--- src/rtl/core/sha512_queue.sv ---
`default_nettype none
module sha512_queue #(
  parameter int W = 66
) (
  input  wire logic         clk,
  input  wire logic         rst,
  input  wire logic         push,
  input  wire logic [W-1:0] wdata,
  output logic              full,
  input  wire logic         pop,
  output logic [W-1:0]      rdata,
  output logic              empty
);
  logic [W-1:0] mem [4];
  logic [1:0] wp, rp;
  logic [2:0] cnt;
  assign full = cnt == 3'd4;
  assign empty = cnt == 3'd0;
  assign rdata = mem[rp];
  always_ff @(posedge clk) begin
    if (rst) begin
      wp <= '0;
      rp <= '0;
      cnt <= '0;
    end else begin
      if (push && !full) wp <= wp + 2'd1;
      if (pop && !empty) rp <= rp + 2'd1;
      cnt <= cnt + {2'd0, push && !full} - {2'd0, pop && !empty};
    end
  end
  always_ff @(posedge clk) begin
    if (push && !full) mem[wp] <= wdata;
  end
endmodule
`default_nettype wire

--- config.mk ---
export PLATFORM = sky130hd
export DESIGN_NAME = sha512_queue
export DESIGN_NICKNAME = d
export VERILOG_FILES = /design/src/rtl/core/sha512_queue.sv
export SDC_FILE = /design/constraint.sdc
export NUM_CORES = 1
export LEC_CHECK = 0
export BUFFER_PORTS_ARGS = -buffer_cell sky130_fd_sc_hd__buf_2
export CAP_MARGIN = 20
export CORE_AREA = 5 5 155 157
export CTS_BUF_LIST = sky130_fd_sc_hd__clkbuf_8
export CTS_CLUSTER_SIZE = 40
export DETAILED_ROUTE_END_ITERATION = 8
export DIE_AREA = 0 0 160 162
export PLACE_DENSITY_LB_ADDON = 0.1
export SYNTH_ARGS = -nofsm -noshare
export SYNTH_HDL_FRONTEND = slang
export SYNTH_SLANG_ARGS = --single-unit
--- constraint.sdc ---
create_clock -name clk -period 7.6 [get_ports clk]
set_clock_uncertainty 0.2 [all_clocks]
set_input_delay 0 -clock clk [delete_from_list [all_inputs] [get_ports clk]]
set_output_delay 0 -clock clk [all_outputs]
set_load 0.03 [all_outputs]
## Word-level counts from Yosys, hierarchy flattened

Memories as Yosys holds them, arrays and structs flattened. A register that Yosys moved wholly into a read port is not among the register bits.
Cells that the tools add are included.

| cells by class | value |
|---|---|
| shift operators | 0 |
| bitwise gates (word level) | 0 |
| equal/unequal tests | 1 |
| $lt $le $gt $ge | 0 |
| reductions and logical operators | 5 |
| $mul | 0 |
| divide/modulo/power cells | 0 |
| muxes and demuxes | 4 |
| add/subtract/negate cells | 4 |

Operators with widths:

| kind | count |
|---|---|
| $add 2x1->2 const B | 2 |
| $mux 2 | 2 |
| $add 3x1->3 | 1 |
| $eq 3x3->1 const B | 1 |
| $logic_not 3->1 | 1 |
| $sub 3x1->3 | 1 |
| $logic_and 1x1->1 | 2 |
| $logic_not 1->1 | 2 |
| $mux 1 | 2 |

| word-level totals | value |
|---|---|
| bits in read-only memories | 0 |
| memories | 1 |
| bits in latches | 0 |
| bits in writable memories | 264 |
| input port bits | 70 |
| output and inout bits | 68 |
| register bits after elaboration | 7 |

Memory list:

| name | words | width | rd ports | clocked after memory_dff | write ports | line | RTL |
|---|---|---|---|---|---|---|---|
| mem | 4 | 66 | 1 | 1 | 1 | 14 | `logic [W-1:0] mem [4];` |

## Longest topological paths before layout

Gate-level depths: netlist of run 1.

| depth | value |
|---|---|
| word-level depth | 5 |
| gate-level depth with buffers | 10 |
| mapped depth without buffers | 10 |

## Least setup slack after synthesis of run 1

OpenSTA, ideal clock, no wires.

| timing path | value |
|---|---|
| kind | register to register |
| from | reg cnt[2] |
| to | mem mem[0][0] (enable) |
| clock period less this slack | 3,143 ps |
| required time | 6,845 ps |
| buffers on the path | 0 |
| stages on the path, launching flop included | 4 |
| setup time | 555 ps |
| arrival time | 2,388 ps |
| path slack | 4,457 ps |
| path through | dfxtp_1 > nor3b_1 > nor2_1 > and2_1 |

| between the ends | value |
|---|---|
| cells in the longest elaborated chain, start to end | 5 |

RTL lines:

| item | line | RTL |
|---|---|---|
| from (decl) | 16 | `logic [2:0] cnt;` |
| from (signal assigned) | 28 | `cnt <= cnt + {2'd0, push && !full} - {2'd0, pop && !empty};` |
| $eq 3x3->1 | 17 | `assign full = cnt == 3'd4;` |
| via full | 9 | `output logic full,` |
| $logic_not 1->1 | 32 | `if (push && !full) mem[wp] <= wdata;` |
| $logic_and 1x1->1 | 32 |  |
| $mux 1 | 32 |  |
| $mux 1 (implied by the code) | 32 |  |
| to (decl) | 14 |  |

The timed path passes the listed nets, and every way through them passes these cells.

==> impl_metrics.tcl, run 1 <==
set metrics [dict create \
    status "finished clean" \
    final-hold-violation-count 0 \
    crit_slowest_cell "dfxtp_4" \
    synthToLayoutAreaGrowth_pct 26.9 \
    syn_area_per_cell_um2 25.3 \
    num_vias 4830 \
    synthesis.area_mm2 0.00998 \
    post_cts.repair.setup_buffers 0 \
    cap_violations 0 \
    synth_top_area_share_pct 79.4 \
    grt_pass1_vias 5511 \
    cp-start-kind "register" \
    crit_chain "buf_4 > mux4_2 > buf_2" \
    port_buffers 137 \
    ir_drop_uv 192 \
    holdWs_ps 33.4 \
    finalCritPeriodShare_pct 40.5 \
    drv_slew 0 \
    period_needed_ps 3070 \
    die_h_um 162 \
    drc 0 \
    grt_pass1_wl_um 29900 \
    synth_async_sr_flop_share_pct 0 \
    endpoint_kind "output port" \
    max_freq_mhz 325 \
    core_region_area_mm2 0.0224 \
    yosysMostFrequentCell "edfxtp_1" \
    hp-class "in2reg" \
    clk_pin_slew_ps 50 \
    syn_inst 395 \
    layout-drive-gt1-share_pct 38.2 \
    wl_per_cell_um 19.4 \
    antenna_left 0 \
    clock_sinks 273 \
    yosysWarnings 0 \
    synth_nets 472 \
    tightest_slew_ps 1050 \
    clkLatencyLatePin_ps 520 \
    finalSetupViolCount 0 \
    diodes 0 \
    ctsResizeCount 0 \
    rsz0062_at_grt "no" \
    cts_tree "yes" \
    cp_slowest_stage_delay_ps 820 \
    routed_wl_um 18900 \
    worstSetupPathType "reg2out" \
    synth_edf_count 264 \
    drt-pass1-iter-count 4 \
    dieWidth_um 160 \
    drt_iter0_drc 228 \
    cts_buffers 44 \
    critPathArrivalTime_ps 2870 \
    initial_core_util_pct 44.6 \
    powerDensity_mw_per_mm2 323 \
    nets 733 \
    fin_area_mm2 0.0127 \
    cts.path.max_buffers 3 \
    slew_headroom_pct 29.7 \
    critPathMaxFanout 35 \
    synth_cell_types 24 \
    viasPerCell 4.94 \
    synth_seq_area_share_pct 81.2 \
    final_util_pct 56.7 \
    gr-total-overflow 0 \
    ys_ff_latch 273 \
    dp_hpwl_um 10300 \
    power.leakage_uw 0.00437 \
    synth_area_leader_cell "edfxtp_1" \
    placed_cell_area_mm2 0.0109 \
    tns_ps 0 \
    antenna_found_initial 0 \
    synthTopCellsByCount "264 x edfxtp_1, 66 x mux4_2, 9 x dfxtp_1" \
    die_area_mm2 0.0259 \
    synth_ff_type "edfxtp_1" \
    clockRootBuffer "clkbuf_8" \
    ys_top_cells_by_area "edfxtp_1 79%, mux4_2 15%, dfxtp_1 1.8%" \
    place_congestion 0.721 \
    critPathRequiredTime_ps 7400 \
    r2r_slack_ps 5050 \
    nFillCells 1684 \
    io_pins 138 \
    fp-row-count 55 \
    htreeDepth 2 \
    track_usage_pct 14.9 \
    grt_start_max_net_pins 67 \
]
-- worst max-delay path, delay by kind of cell, from the launching register on --
family,cells,cell delay (ps)
DFF,1,820
buffers and inverters,2,860
muxes,1,620
-- layout by cell type, fill, tap and decap left out, types with 2 or more instances in the layout --
cell type,count
a21oi_1,2
and2_4,4
buf_2,137
clkbuf_8,46
clkinv_1,17
clkinv_2,6
dfxtp_1,7
dfxtp_4,2
dlygate4sd3_1,92
edfxtp_1,264
ha_1,6
inv_1,19
mux4_2,66
nand2b_1,2
nor2_1,4
nor2b_1,2
o21ai_0,2
or3_1,2
xnor2_1,2
-- power breakdown --
part / switching [uW] / internal, uW / leakage [uW] / total (uW)
Sequential: 104 / 1810 / 0.00249 / 1920
Combinational: 625 / 424 / 0.00142 / 1050
Clock: 535 / 597 / 0.000458 / 1130
Total: 1260 / 2830 / 0.00437 / 4100
-- state kept, by name, indices dropped and copies added (netlist names), named ones only --
name / flops
mem: 264
cnt: 3
rp: 2
wp: 2
-- per-stage QoR --
stage,cells,worst slack [ps],total power (uW)
floorplan,395,4460,2700
global placement,803,4930,2980
detailed placement,803,4950,2990
CTS,977,4370,4180
global route,977,4220,4300
finish,977,4530,4100
-- final timing paths --
kind                   from    endpoint  cells after the start
hold / removal    wdata[13]  mem[0][13]                      2
setup / recovery   register   rdata[36]                      3
hold reg to reg       rp[1]    register                      2
setup reg to reg     cnt[2]      cnt[2]                     10
-- cell type report --
type / instances / area, um^2 / share of cell area, %
clock buffers: 46 / 633 / 5.00
clock inverters: 36 / 174 / 1.37
inverters: 8 / 30.0 / 0.237
multi-input cells: 99 / 1750 / 13.8
flip-flops and latches: 273 / 8120 / 64.0
well taps: 285 / 357 / 2.81
repair buffers: 230 / 1610 / 12.7
-- routing by layer --
layer	GRT usage [%]	share of wire [%]
met1	17.8	40
met2	26.3	53
met3	4.39	5.4
met4	4.26	1.9
met5	0	0
-- logic make-up (layout without fill, tap and decap cells) --
| kind of cell | after synthesis | count (layout) | share of synthesized area (%) |
|---|---|---|---|
| fa+ha+maj | 7 | 7 | 0.952 |
| simple gates | 17 | 17 | 0.940 |
| flops | 273 | 273 | 81.2 |
| compound gates | 5 | 5 | 0.276 |
| buf+inv | 23 | 320 | 1.38 |
| xor+xnor | 3 | 3 | 0.263 |
| mux | 67 | 67 | 15.0 |
-- what timing repair did --
action / 4_1_cts / 5_1_grt
endpoints found under the hold margin: 273 / 0
endpoints found under the setup margin: 0 / 0
hold buffers: 92 / 0
No activity file was read; power rests on OpenSTA's default activity.
==> run 2, diff against run 1 <==
ABC_AREA = 1   (was unset)
CORE_AREA = 5 5 162 164   (was 5 5 155 157)
DIE_AREA = 0 0 167 169   (was 0 0 160 162)
clock period = 3.14 ns   (was 7.6 ns; I/O delays follow)
==> run 2 against run 1 <==
Against the previous run: area after synthesis grew 8.8%; sequential share of layout area shrank 5.5 points; global-route usage grew 1.9 points; combinational power grew to 3.1 times the previous value; clock-buffer cell count grew 8; sequential cell count is the same; largest power group unchanged; design area grew 9.4%; critical path type unchanged; routed wire length grew 27%.
==> impl_metrics.tcl, run 2 <==
set metrics [dict create \
    finalSetupViolCount 0 \
    cp-start-kind "register" \
    combinationalPowerShare_pct 29.6 \
    clock_sinks 273 \
    synthTopCellsByCount "264 x edfxtp_1, 118 x o21ai_0, 100 x nor2_1" \
    largest_reg_flops 264 \
    cts.path.max_buffers 3 \
    track_usage_pct 16.7 \
    top_usage_layer "met2" \
    critPathRequiredTime_ps 2940 \
    largest_register "mem" \
    power.leakage_uw 0.00491 \
    grt_pass1_vias 7102 \
    dieWidth_um 167 \
    drt-pass1-iter-count 4 \
    power.internal_uw 7120 \
    cap_violations 0 \
    antenna_found_initial 3 \
    tightest_slew_ps 771 \
    r2r_slack_ps 780 \
    clkPwrFrac_pct 28.1 \
    antenna_left 0 \
    synth_ff_type "edfxtp_1" \
    period_needed_ps 2700 \
    die_h_um 169 \
    initial_core_util_pct 43.9 \
    grt_start_max_net_pins 108 \
    synth_edf_count 264 \
    htreeDepth 2 \
    core_region_area_mm2 0.0247 \
    synth_cell_types 23 \
    met3_usage_pct 4.62 \
    yosysMostFrequentCell "edfxtp_1" \
    nets 1045 \
    grt_pass1_wl_um 37500 \
    synth_seq_area_share_pct 74.6 \
    drt_iter0_drc 334 \
    gr-total-overflow 0 \
    ys_top_cells_by_area "edfxtp_1 73%, o21ai_0 5.4%, o22ai_2 4.6%" \
    use_met2_pct 29.3 \
    synthesis.area_mm2 0.0109 \
    worstSetupPathType "reg2out" \
    layout-drive-gt1-share_pct 31.3 \
    pwr-share-seq_pct 42.3 \
    top_regs "mem (264), cnt (3)" \
    routed_wl_um 24000 \
    rr_worst_depth 9 \
    num_vias 6653 \
    fin_area_mm2 0.0139 \
    powerDensity_mw_per_mm2 784 \
    clk_pin_slew_ps 70 \
    drv_slew 0 \
    synth_nets 784 \
    yosysWarnings 0 \
    viasPerCell 4.99 \
    ys_ff_latch 273 \
    reg2reg_to "cnt[2]" \
    ir_drop_uv 489 \
    rsz0062_at_grt "no" \
    critPathMaxFanout 36 \
    io_pins 138 \
    hp-class "in2reg" \
    synth_async_sr_flop_share_pct 0 \
    place_congestion 0.765 \
    synthToLayoutAreaGrowth_pct 27.5 \
    clkLatencyLatePin_ps 530 \
    dp_hpwl_um 13400 \
    synth_top_area_share_pct 73.0 \
    crit_end "rdata[40]" \
    post_cts.repair.setup_buffers 0 \
    placed_cell_area_mm2 0.0119 \
    max_freq_mhz 370 \
    clockRootBuffer "clkbuf_8" \
    finalCritPeriodShare_pct 86.1 \
    drc 0 \
    wl_per_cell_um 18.0 \
    endpoint_kind "output port" \
    port_buffers 137 \
    use_met1_pct 20.4 \
    fp-row-count 58 \
    cts_tree "yes" \
    tns_ps 0 \
    regToRegStartpoint "cnt[1]" \
    switching_share_pct 34.5 \
    synth_area_leader_cell "edfxtp_1" \
    status "finished clean" \
    critPathArrivalTime_ps 2500 \
    mostFrequentLayoutCell "edfxtp_1" \
    p_switching_uw 3750 \
    die_area_mm2 0.0282 \
    final-hold-violation-count 0 \
    layout_common_cells "264 x edfxtp_1, 137 x buf_2, 118 x o21ai_0" \
    cts_buffers 46 \
    syn_inst 707 \
    slew_headroom_pct 48.6 \
    syn_area_per_cell_um2 15.4 \
]
## run 2: cell count changes in the layout (fill, tap and decap cells not counted), moves of 10 or more
cell           delta
o22ai_2          +40
nor2_4           +44
o21ai_0         +116
mux4_2           -66
o22ai_1          +26
nor2_1           +92
o21ai_1          +10
nand2_1          +11
dlygate4sd3_1    +11
## run 2: metal layers
metal,vias to the layer above,part of all wire [%]
li1,3169,-
met1,3273,42
met2,168,50
met3,41,5.7
met4,2,2.0
met5,-,0.029
## run 2: stage by stage
stage | setup slack, ps | util [%] | total power [uW] | hold slack [ps] | instances
CTS | 347 | 56.0 | 11000 | 1.35 | 1330
floorplan | -964 | - | 6930 | -129 | 707
detailed placement | 778 | 48.2 | 7830 | -0.763 | 1147
global route | 236 | 56.0 | 11400 | 3.61 | 1332
global placement | 836 | 48.2 | 7780 | -5.48 | 1147
finish | 437 | 56.0 | 10900 | 28.6 | 1332
## run 2: layout make-up
cell class	count	area (um^2)
antenna	2	5.00
clock buffer	54	743
clock inverter	26	159
fill	2023	10900
inverter	20	80.1
multi-input combinational	372	2420
sequential	273	8110
tap	330	413
timing repair buffer	255	1930
## run 2: repair_timing
action / in CTS / in global routing
hold endpoints to repair: 273 / 0
gates resized for setup: 0 / 0
hold buffers: 103 / 0
## run 2: how the worst min path moves through the flow
stage,startpoint,endpoint,slack (ps),cells past startpoint
detailed placement,rst,cnt[0],-0.8,2
floorplan,rst,cnt[0],-130,1
global route,wdata[29],mem[3][29],4,2
finish,wdata[20],mem[3][20],30,2
CTS,wdata[18],mem[1][18],1,2
global placement,rst,cnt[0],-5,2
## run 2: worst max-delay path: stages, from the launching register on
cell	delay (ps)
dfxtp_2	830
buf_4	490
o21ai_0	150
o22ai_1	250
buf_2	250
## run 2: cell families (layout without fill, tap and decap cells)
kind of cell / count (synthesis) / in the layout / share of synthesized area, %
adder cells (fa/ha/maj): 7 / 7 / 0.875
other: 0 / 2 / 0
AND/OR/NAND/NOR: 162 / 162 / 8.54
flip-flops: 273 / 273 / 74.6
AO/OA/AOI/OAI: 203 / 203 / 12.6
buffers and inverters: 62 / 355 / 3.42
## run 2: power by group through the flow
stage | clock network, uW | logic, uW | registers (uW)
after floorplan | 0 | 2300 | 4630
after global placement | 0 | 3120 | 4660
after global routing | 3340 | 3480 | 4620
after CTS | 3160 | 3280 | 4600
final | 3060 | 3220 | 4590
after detailed placement | 0 | 3160 | 4670
