[src/rtl/core/sha512_pkg.sv]
`default_nettype none
package sha512_pkg;
  localparam int Rounds = 80;
  localparam int WordW = 64;
  localparam int CntW = 4;
  localparam int CfgIdxW = 3;
  localparam logic [63:0] PadWord = 64'h8000000000000000;
  localparam logic [63:0] IvReset [8] = '{
    64'h6a09e667f3bcc908, 64'hbb67ae8584caa73b, 64'h3c6ef372fe94f82b, 64'ha54ff53a5f1d36f1,
    64'h510e527fade682d1, 64'h9b05688c2b3e6c1f, 64'h1f83d9abfb41bd6b, 64'h5be0cd19137e2179};

  typedef struct packed {
    logic [63:0] word;
    logic        first;
    logic        fin;
  } blk_word_t;

  function automatic logic [63:0] round_k(input logic [6:0] t);
    logic [63:0] k;
    unique case (t)
      7'd0: k = 64'h428a2f98d728ae22;  7'd1: k = 64'h7137449123ef65cd;
      7'd2: k = 64'hb5c0fbcfec4d3b2f;  7'd3: k = 64'he9b5dba58189dbbc;
      7'd4: k = 64'h3956c25bf348b538;  7'd5: k = 64'h59f111f1b605d019;
      7'd6: k = 64'h923f82a4af194f9b;  7'd7: k = 64'hab1c5ed5da6d8118;
      7'd8: k = 64'hd807aa98a3030242;  7'd9: k = 64'h12835b0145706fbe;
      7'd10: k = 64'h243185be4ee4b28c; 7'd11: k = 64'h550c7dc3d5ffb4e2;
      7'd12: k = 64'h72be5d74f27b896f; 7'd13: k = 64'h80deb1fe3b1696b1;
      7'd14: k = 64'h9bdc06a725c71235; 7'd15: k = 64'hc19bf174cf692694;
      7'd16: k = 64'he49b69c19ef14ad2; 7'd17: k = 64'hefbe4786384f25e3;
      7'd18: k = 64'h0fc19dc68b8cd5b5; 7'd19: k = 64'h240ca1cc77ac9c65;
      7'd20: k = 64'h2de92c6f592b0275; 7'd21: k = 64'h4a7484aa6ea6e483;
      7'd22: k = 64'h5cb0a9dcbd41fbd4; 7'd23: k = 64'h76f988da831153b5;
      7'd24: k = 64'h983e5152ee66dfab; 7'd25: k = 64'ha831c66d2db43210;
      7'd26: k = 64'hb00327c898fb213f; 7'd27: k = 64'hbf597fc7beef0ee4;
      7'd28: k = 64'hc6e00bf33da88fc2; 7'd29: k = 64'hd5a79147930aa725;
      7'd30: k = 64'h06ca6351e003826f; 7'd31: k = 64'h142929670a0e6e70;
      7'd32: k = 64'h27b70a8546d22ffc; 7'd33: k = 64'h2e1b21385c26c926;
      7'd34: k = 64'h4d2c6dfc5ac42aed; 7'd35: k = 64'h53380d139d95b3df;
      7'd36: k = 64'h650a73548baf63de; 7'd37: k = 64'h766a0abb3c77b2a8;
      7'd38: k = 64'h81c2c92e47edaee6; 7'd39: k = 64'h92722c851482353b;
      7'd40: k = 64'ha2bfe8a14cf10364; 7'd41: k = 64'ha81a664bbc423001;
      7'd42: k = 64'hc24b8b70d0f89791; 7'd43: k = 64'hc76c51a30654be30;
      7'd44: k = 64'hd192e819d6ef5218; 7'd45: k = 64'hd69906245565a910;
      7'd46: k = 64'hf40e35855771202a; 7'd47: k = 64'h106aa07032bbd1b8;
      7'd48: k = 64'h19a4c116b8d2d0c8; 7'd49: k = 64'h1e376c085141ab53;
      7'd50: k = 64'h2748774cdf8eeb99; 7'd51: k = 64'h34b0bcb5e19b48a8;
      7'd52: k = 64'h391c0cb3c5c95a63; 7'd53: k = 64'h4ed8aa4ae3418acb;
      7'd54: k = 64'h5b9cca4f7763e373; 7'd55: k = 64'h682e6ff3d6b2b8a3;
      7'd56: k = 64'h748f82ee5defb2fc; 7'd57: k = 64'h78a5636f43172f60;
      7'd58: k = 64'h84c87814a1f0ab72; 7'd59: k = 64'h8cc702081a6439ec;
      7'd60: k = 64'h90befffa23631e28; 7'd61: k = 64'ha4506cebde82bde9;
      7'd62: k = 64'hbef9a3f7b2c67915; 7'd63: k = 64'hc67178f2e372532b;
      7'd64: k = 64'hca273eceea26619c; 7'd65: k = 64'hd186b8c721c0c207;
      7'd66: k = 64'heada7dd6cde0eb1e; 7'd67: k = 64'hf57d4f7fee6ed178;
      7'd68: k = 64'h06f067aa72176fba; 7'd69: k = 64'h0a637dc5a2c898a6;
      7'd70: k = 64'h113f9804bef90dae; 7'd71: k = 64'h1b710b35131c471b;
      7'd72: k = 64'h28db77f523047d84; 7'd73: k = 64'h32caab7b40c72493;
      7'd74: k = 64'h3c9ebe0a15c9bebc; 7'd75: k = 64'h431d67c49c100d4c;
      7'd76: k = 64'h4cc5d4becb3e42b6; 7'd77: k = 64'h597f299cfc657e2a;
      7'd78: k = 64'h5fcb6fab3ad6faec; 7'd79: k = 64'h6c44198c4a475817;
      default: k = '0;
    endcase
    return k;
  endfunction
endpackage
`default_nettype wire

[src/rtl/core/sha512_front.sv]
`default_nettype none
module sha512_front (
  input  wire logic                  clk,
  input  wire logic                  rst,
  input  wire logic                  in_valid,
  output logic                       in_ready,
  input  wire logic [63:0]           msg_word,
  input  wire logic [3:0]            valid_bytes,
  input  wire logic                  msg_last,
  output logic                       q_push,
  output sha512_pkg::blk_word_t      q_data,
  input  wire logic                  q_full
);
  import sha512_pkg::*;

  typedef enum logic [1:0] {S_MSG, S_PAD, S_LEN} state_t;
  state_t state;
  logic [3:0] word_index;
  logic [63:0] bit_length;
  logic in_message;
  logic pad_first;
  logic [3:0] n;
  logic [63:0] mask, padded, len_next;

  always_comb begin
    n = (!msg_last || valid_bytes > 4'd8) ? 4'd8 : valid_bytes;
    mask = (n == 4'd0) ? 64'd0 : ~(64'd0) << (7'd64 - {n, 3'b000});
    padded = (msg_word & mask) | (64'h80 << (7'd56 - {n, 3'b000}));
    len_next = bit_length + {57'd0, n, 3'b000};
  end

  assign in_ready = (state == S_MSG) && !q_full;
  assign q_push = !q_full && ((state != S_MSG) || in_valid);

  // pad stage emits the 0x80 word first when the last word was full
  always_comb begin
    q_data.first = 1'b0;
    q_data.fin = 1'b0;
    q_data.word = '0;
    unique case (state)
      S_MSG: begin
        q_data.first = !in_message;
        q_data.word = (msg_last && n != 4'd8) ? padded : msg_word;
      end
      S_PAD: q_data.word = pad_first ? PadWord : 64'd0;
      S_LEN: begin
        q_data.word = bit_length;
        q_data.fin = 1'b1;
      end
      default: q_data.word = '0;
    endcase
  end

  always_ff @(posedge clk) begin
    if (rst) begin
      state <= S_MSG;
      word_index <= '0;
      bit_length <= '0;
      in_message <= 1'b0;
      pad_first <= 1'b0;
    end else if (q_push) begin
      word_index <= word_index + 4'd1;
      unique case (state)
        S_MSG: begin
          in_message <= 1'b1;
          bit_length <= len_next;
          if (msg_last) begin
            pad_first <= (n == 4'd8);
            state <= S_PAD;
          end
        end
        S_PAD: begin
          pad_first <= 1'b0;
          if (word_index == 4'd14 && !pad_first) state <= S_LEN;
        end
        S_LEN: begin
          state <= S_MSG;
          word_index <= '0;
          bit_length <= '0;
          in_message <= 1'b0;
        end
        default: state <= S_MSG;
      endcase
    end
  end
endmodule
`default_nettype wire

[config.mk]
export PLATFORM = sky130hd
export DESIGN_NAME = sha512_front
export DESIGN_NICKNAME = d
export VERILOG_FILES = /design/src/rtl/core/sha512_pkg.sv /design/src/rtl/core/sha512_front.sv
export SDC_FILE = /design/constraint.sdc
export NUM_CORES = 1
export LEC_CHECK = 0
export CELL_PAD_IN_SITES_DETAIL_PLACEMENT = 0
export CELL_PAD_IN_SITES_GLOBAL_PLACEMENT = 1
export CORE_ASPECT_RATIO = 0.7
export CORE_MARGIN = 2
export CORE_UTILIZATION = 50
export CTS_BUF_LIST = sky130_fd_sc_hd__clkbuf_8
export CTS_CLUSTER_DIAMETER = 80
export DETAILED_ROUTE_END_ITERATION = 10
export DONT_BUFFER_PORTS = 1
export PLACE_DENSITY = 0.9
export SETUP_SLACK_MARGIN = 0.02
export SLEW_MARGIN = 5
export SYNTH_ARGS = -nofsm -noshare
export SYNTH_HDL_FRONTEND = slang
export SYNTH_SLANG_ARGS = --single-unit
[constraint.sdc]
create_clock -name clk -period 5.2 [get_ports clk]
set_clock_uncertainty 0.2 [all_clocks]
set_input_delay 1.04 -clock clk [delete_from_list [all_inputs] [get_ports clk]]
set_output_delay 1.04 -clock clk [all_outputs]
set_load 0.02 [all_outputs]
Word level (Yosys, flattened, before mapping):

Cells that the tools add are included.

* register bits after elaboration: 72
* bits of input ports: 73
* output and inout bits: 68

* add/sub/neg operators: 4
* $lt $le $gt $ge: 1
* eq/ne operators: 7
* shifts and indexed selects: 2
* mux-type cells: 15
* bitwise logic cells: 2
* reduce and logical (&&, ||, !) cells: 18

Operator list (count)
* $mux W64: 3
* $pmux W64 S3: 1
* $pmux W64 S2: 1
* $add A64 B7 Y64: 1
* $and A64 B64 Y64: 1
* $or A64 B64 Y64: 1
* $shl A64 B7 Y64 const A: 1
* $shl A8 B7 Y64 const A: 1
* $eq A4 B4 Y1 const B: 2
* $mux W4: 2
* $sub A6 B7 Y7 const A: 1
* $sub A7 B7 Y7 const A: 1
* $reduce_and A3 Y1: 2
* $reduce_bool A2 Y1: 3
* $add A4 B1 Y4 const B: 1
* $gt A4 B4 Y1 const B: 1
* $logic_and A1 B1 Y1: 4
* $logic_not A1 Y1: 4
* $logic_not A4 Y1: 1
* $mux W2: 2
* $ne A2 B2 Y1 const B: 2
* $ne A4 B4 Y1 const B: 1
* $pmux W1 S2: 2
* $pmux W2 S2: 1
* other kinds (6): 9

Depth between registers and ports, before layout:

* word-level depth: 10
* depth in mapped cells: 12
* depth with buffers taken out: 10

Worst setup path before layout:

Ideal clock, no wire load.

* path kind: input to output
* start point: input port msg_last
* end point: output port q_data[12] (netlist bit)
* data arrival time: 2968 ps
* slack: 992 ps
* stages on the path: 10
* path buffers: 1
* cell sequence: nor2b_1 clkbuf_1 and2_1 inv_1 ha_1 a21oi_1 a21oi_1 nor2_1 a22oi_1 nor2_1

RTL lines
* start, declared: line sha512_front.sv:9 `input wire logic msg_last,`
* end, declared: line sha512_front.sv:11 `output sha512_pkg::blk_word_t q_data,`

==> summary.txt <==
GRT
  – Initial antenna violation count: 0
  – GRT Overall Usage: 29.6%
  – First-pass GRT wire length: 24.6 mm
  – GR Overflow Total: 0
  – Largest net degree at the start of global routing: 46
  – Vias in the first global route: 4713

Finish
  – Util after Layout: 53.8%
  – Fin nets: 757
  – Most common cell after layout, fill and taps aside: nor2_1
  – Fill count: 951
  – Most frequent cells in the layout: nor2_1, nand2_1, dfxtp_1
  – Layout area overhead: 5.60%
  – Share of layout cells above drive strength 1: under 10%
  – Antenna Cells: 0

Yosys
  – Xor/xnor share of the synthesized area: 0.356%
  – Cells after Synth: 700
  – Post-Synth Simple-Gate Area: 32.2%
  – Largest family of logic cells by synthesized area: simple AND/OR/NAND/NOR gates
  – Syn_area_per_cell: 7.02 µm²
  – Async S/R FF share, synth: 0%
  – Compound-Gate Fraction of Synth Area: between 30% and 40%
  – Yosys warnings: 0
  – Synth Area in Adders: under 10%
  – Synth Net Count: 782
  – Synth cell types: 53
  – Seq/Total Area, Yosys: between 20% and 30%
  – Top FF cell, synth: dfxtp_1
  – Mux share of post-synthesis cell area: 0.204%
  – Synth Register Bits: 69
  – Synthesized cell area: 4920 µm²
  – Number of synthesized flops with an enable pin: 0

Timing
  – Tcrit/Tclk final: approximately nine tenths
  – Final Hold Fails: 0
  – Max frequency: 0.216 GHz
  – RSZ-0062 raised after global routing: false
  – Min cycle time layout: around 4.6 ns
  – Setup_tns: 0 ns
  – Measured slew at the worst slew-check pin: between 1 and 1.5 ns
  – Slew Limit Fails: 0
  – Final setup viols: 0
  – Slew headroom: roughly 15%

Worst setup path
  – Slowest cell on the critical path: nor2_1
  – CP arrival: 3.39 ns
  – CP Cell Sequence: nor2b_1, and2_1, inv_1, ha_1, a21oi_1, nor2_1, nor2_1, a22oi_1, nor2_1
  – Required @ worst endpoint: roughly 4.0 ns
  – Sum of buffers and inverters on the critical path: 1
  – Most used cell, CP: nor2_1
  – Crit Path Class: primary input to output port
  – Worst setup EP type: output port
  – Largest stage delay on the critical path: 0.58 ns
  – Maximum fanout along the worst path: 8
  – Family with the most delay on the worst path: simple AND/OR/NAND/NOR gates
  – CP startpoint kind: primary input

Drt
  – Avg WL per Cell: ~20 µm
  – Vias post-DR: 5536
  – Final ANT Viol Nets: 0
  – # DRC: 0
  – Routed Wire Length: 16.1 mm
  – Via density: approximately 6.9
  – Initial DRC count: 497
  – DR pass1 iterations: 5

Floorplanning
  – Die X: 123 µm
  – Cell Rows: 30
  – Die area: 10700 µm²
  – Core area: ~9600 µm²
  – Die Height: ~87 µm
  – Top Ports: 141
  – Initial Util: about half

Status
  – Status: complete, no violations

Clock tree
  – CTS tree: done
  – Hold-fix buffers, CTS: 0
  – Clk root buf: clkbuf_8
  – Post-CTS setup buffer count: 0
  – Clock latency at the later pin of the worst-skew pair: ~0.36 ns
  – TritonCTS Sinks: 69
  – TritonCTS Buffers: 9
  – Post-CTS Resized: 0
  – Longest Clk Path Bufs: 2
  – Clk pin slew, worst setup/hold paths: 0.07 ns
  – H-tree depth: 3

Placed design
  – Detail Placement HPWL: 11.8 mm
  – Port bufs: 0
  – Routability cong.: 0.903

Hold path
  – Hold Path Class: flip-flop to flip-flop

Power and ir drop
  – Power Density: roughly 230 nW/µm²
  – Leak: 1.85 nW
  – Peak supply drop: 0.122 mV

Flow run
  – Total of max-cap violations: 0
through the flow:
stage | cell area, µm² | instances | setup WS, ns | total power, mW | hold slack, ns
after detailed placement | 5000 | 792 | 0.686 | 0.789 | 0.284
after global routing | 5190 | 808 | 0.382 | 1.27 | 0.328
after global placement | 5000 | 792 | 0.779 | 0.785 | 0.267
after CTS | 5190 | 808 | 0.669 | 1.23 | 0.302
after floorplan | 4920 | 700 | 0.992 | 0.743 | 0.252
final | 5190 | 808 | 0.574 | 1.22 | 0.299
routing by layer:
metal	share of wire (%)	GRT usage (%)	vias up
li1	-	-	2602
met1	45	41.8	2622
met2	44	44.6	296
met3	9.5	7.79	16
met4	1.0	8.05	0
met5	0	0	-
worst paths after layout:
check	start	end	slack [ns]	depth (start not counted)
worst max-delay path	msg_last	q_data[30]	0.57	9
worst min-delay path	in_message	in_message	0.30	2
worst max register to register	state[1]	bit_length[32]	1.42	9
worst min register to register	in_message	in_message	0.30	2
cell type report:
cell class                 instances  area [µm²]  share of cell area, %
clock inverter                     6        55.1                   1.06
sequential                        69        1380                   26.6
timing repair buffer              14         105                   2.02
tap                              128         160                   3.08
multi-input combinational        562        3280                   63.2
clock buffer                      10         138                   2.65
inverter                          19        71.3                   1.37
worst min-delay path, stage by stage (launching register included):
cell and delay [ns]:
dfxtp_1 0.33, a21oi_1 0.06, nor2_1 0.08
registers in the layout, indices dropped and copies added, names as in the netlist:
| name | count |
|---|---|
| bit_length | 61 |
| word_index | 4 |
| state | 2 |
| in_message | 1 |
| pad_first | 1 |
cells by family after synthesis:
logic type	after synthesis
compound gates	233
xor+xnor	2
fa+ha+maj	9
buf+inv	69
flops	69
mux	1
simple gates	317
synth_stat cells (3+ instances only):
cell      instances  area share, %
a211o_1           3           0.53
a21o_1            3           0.46
a21oi_1          43            4.4
a221o_1           3           0.61
a22o_1            6            1.1
a22oi_1          56            8.5
a311oi_1          3           0.53
a31oi_1          18            2.3
and2_1           10            1.3
and3_1            7           0.89
and4_1            6            1.1
clkbuf_1         48            3.7
dfxtp_1          69             28
ha_1              9            2.3
inv_1            19            1.5
nand2_1          72            5.5
nand3_1          44            4.5
nand3b_1          7            1.1
nand4_1          11            1.4
nor2_1           90            6.9
nor2b_1           9            1.1
nor3_1           15            1.5
nor4_1           10            1.3
o211ai_1         20            3.1
o21ai_0          44            4.5
o311ai_0          4           0.71
o31a_1            4           0.71
o31ai_1           9            1.4
o41ai_1           4           0.71
or2_2             4           0.51
or3_1             4           0.51
or4_1            16            2.4
where the power goes:
group	switching [mW]	internal [mW]
Clock	0.211	0.229
Sequential	0.0104	0.534
Combinational	0.173	0.0616
Note: power is estimated with default switching activity, not from simulation.
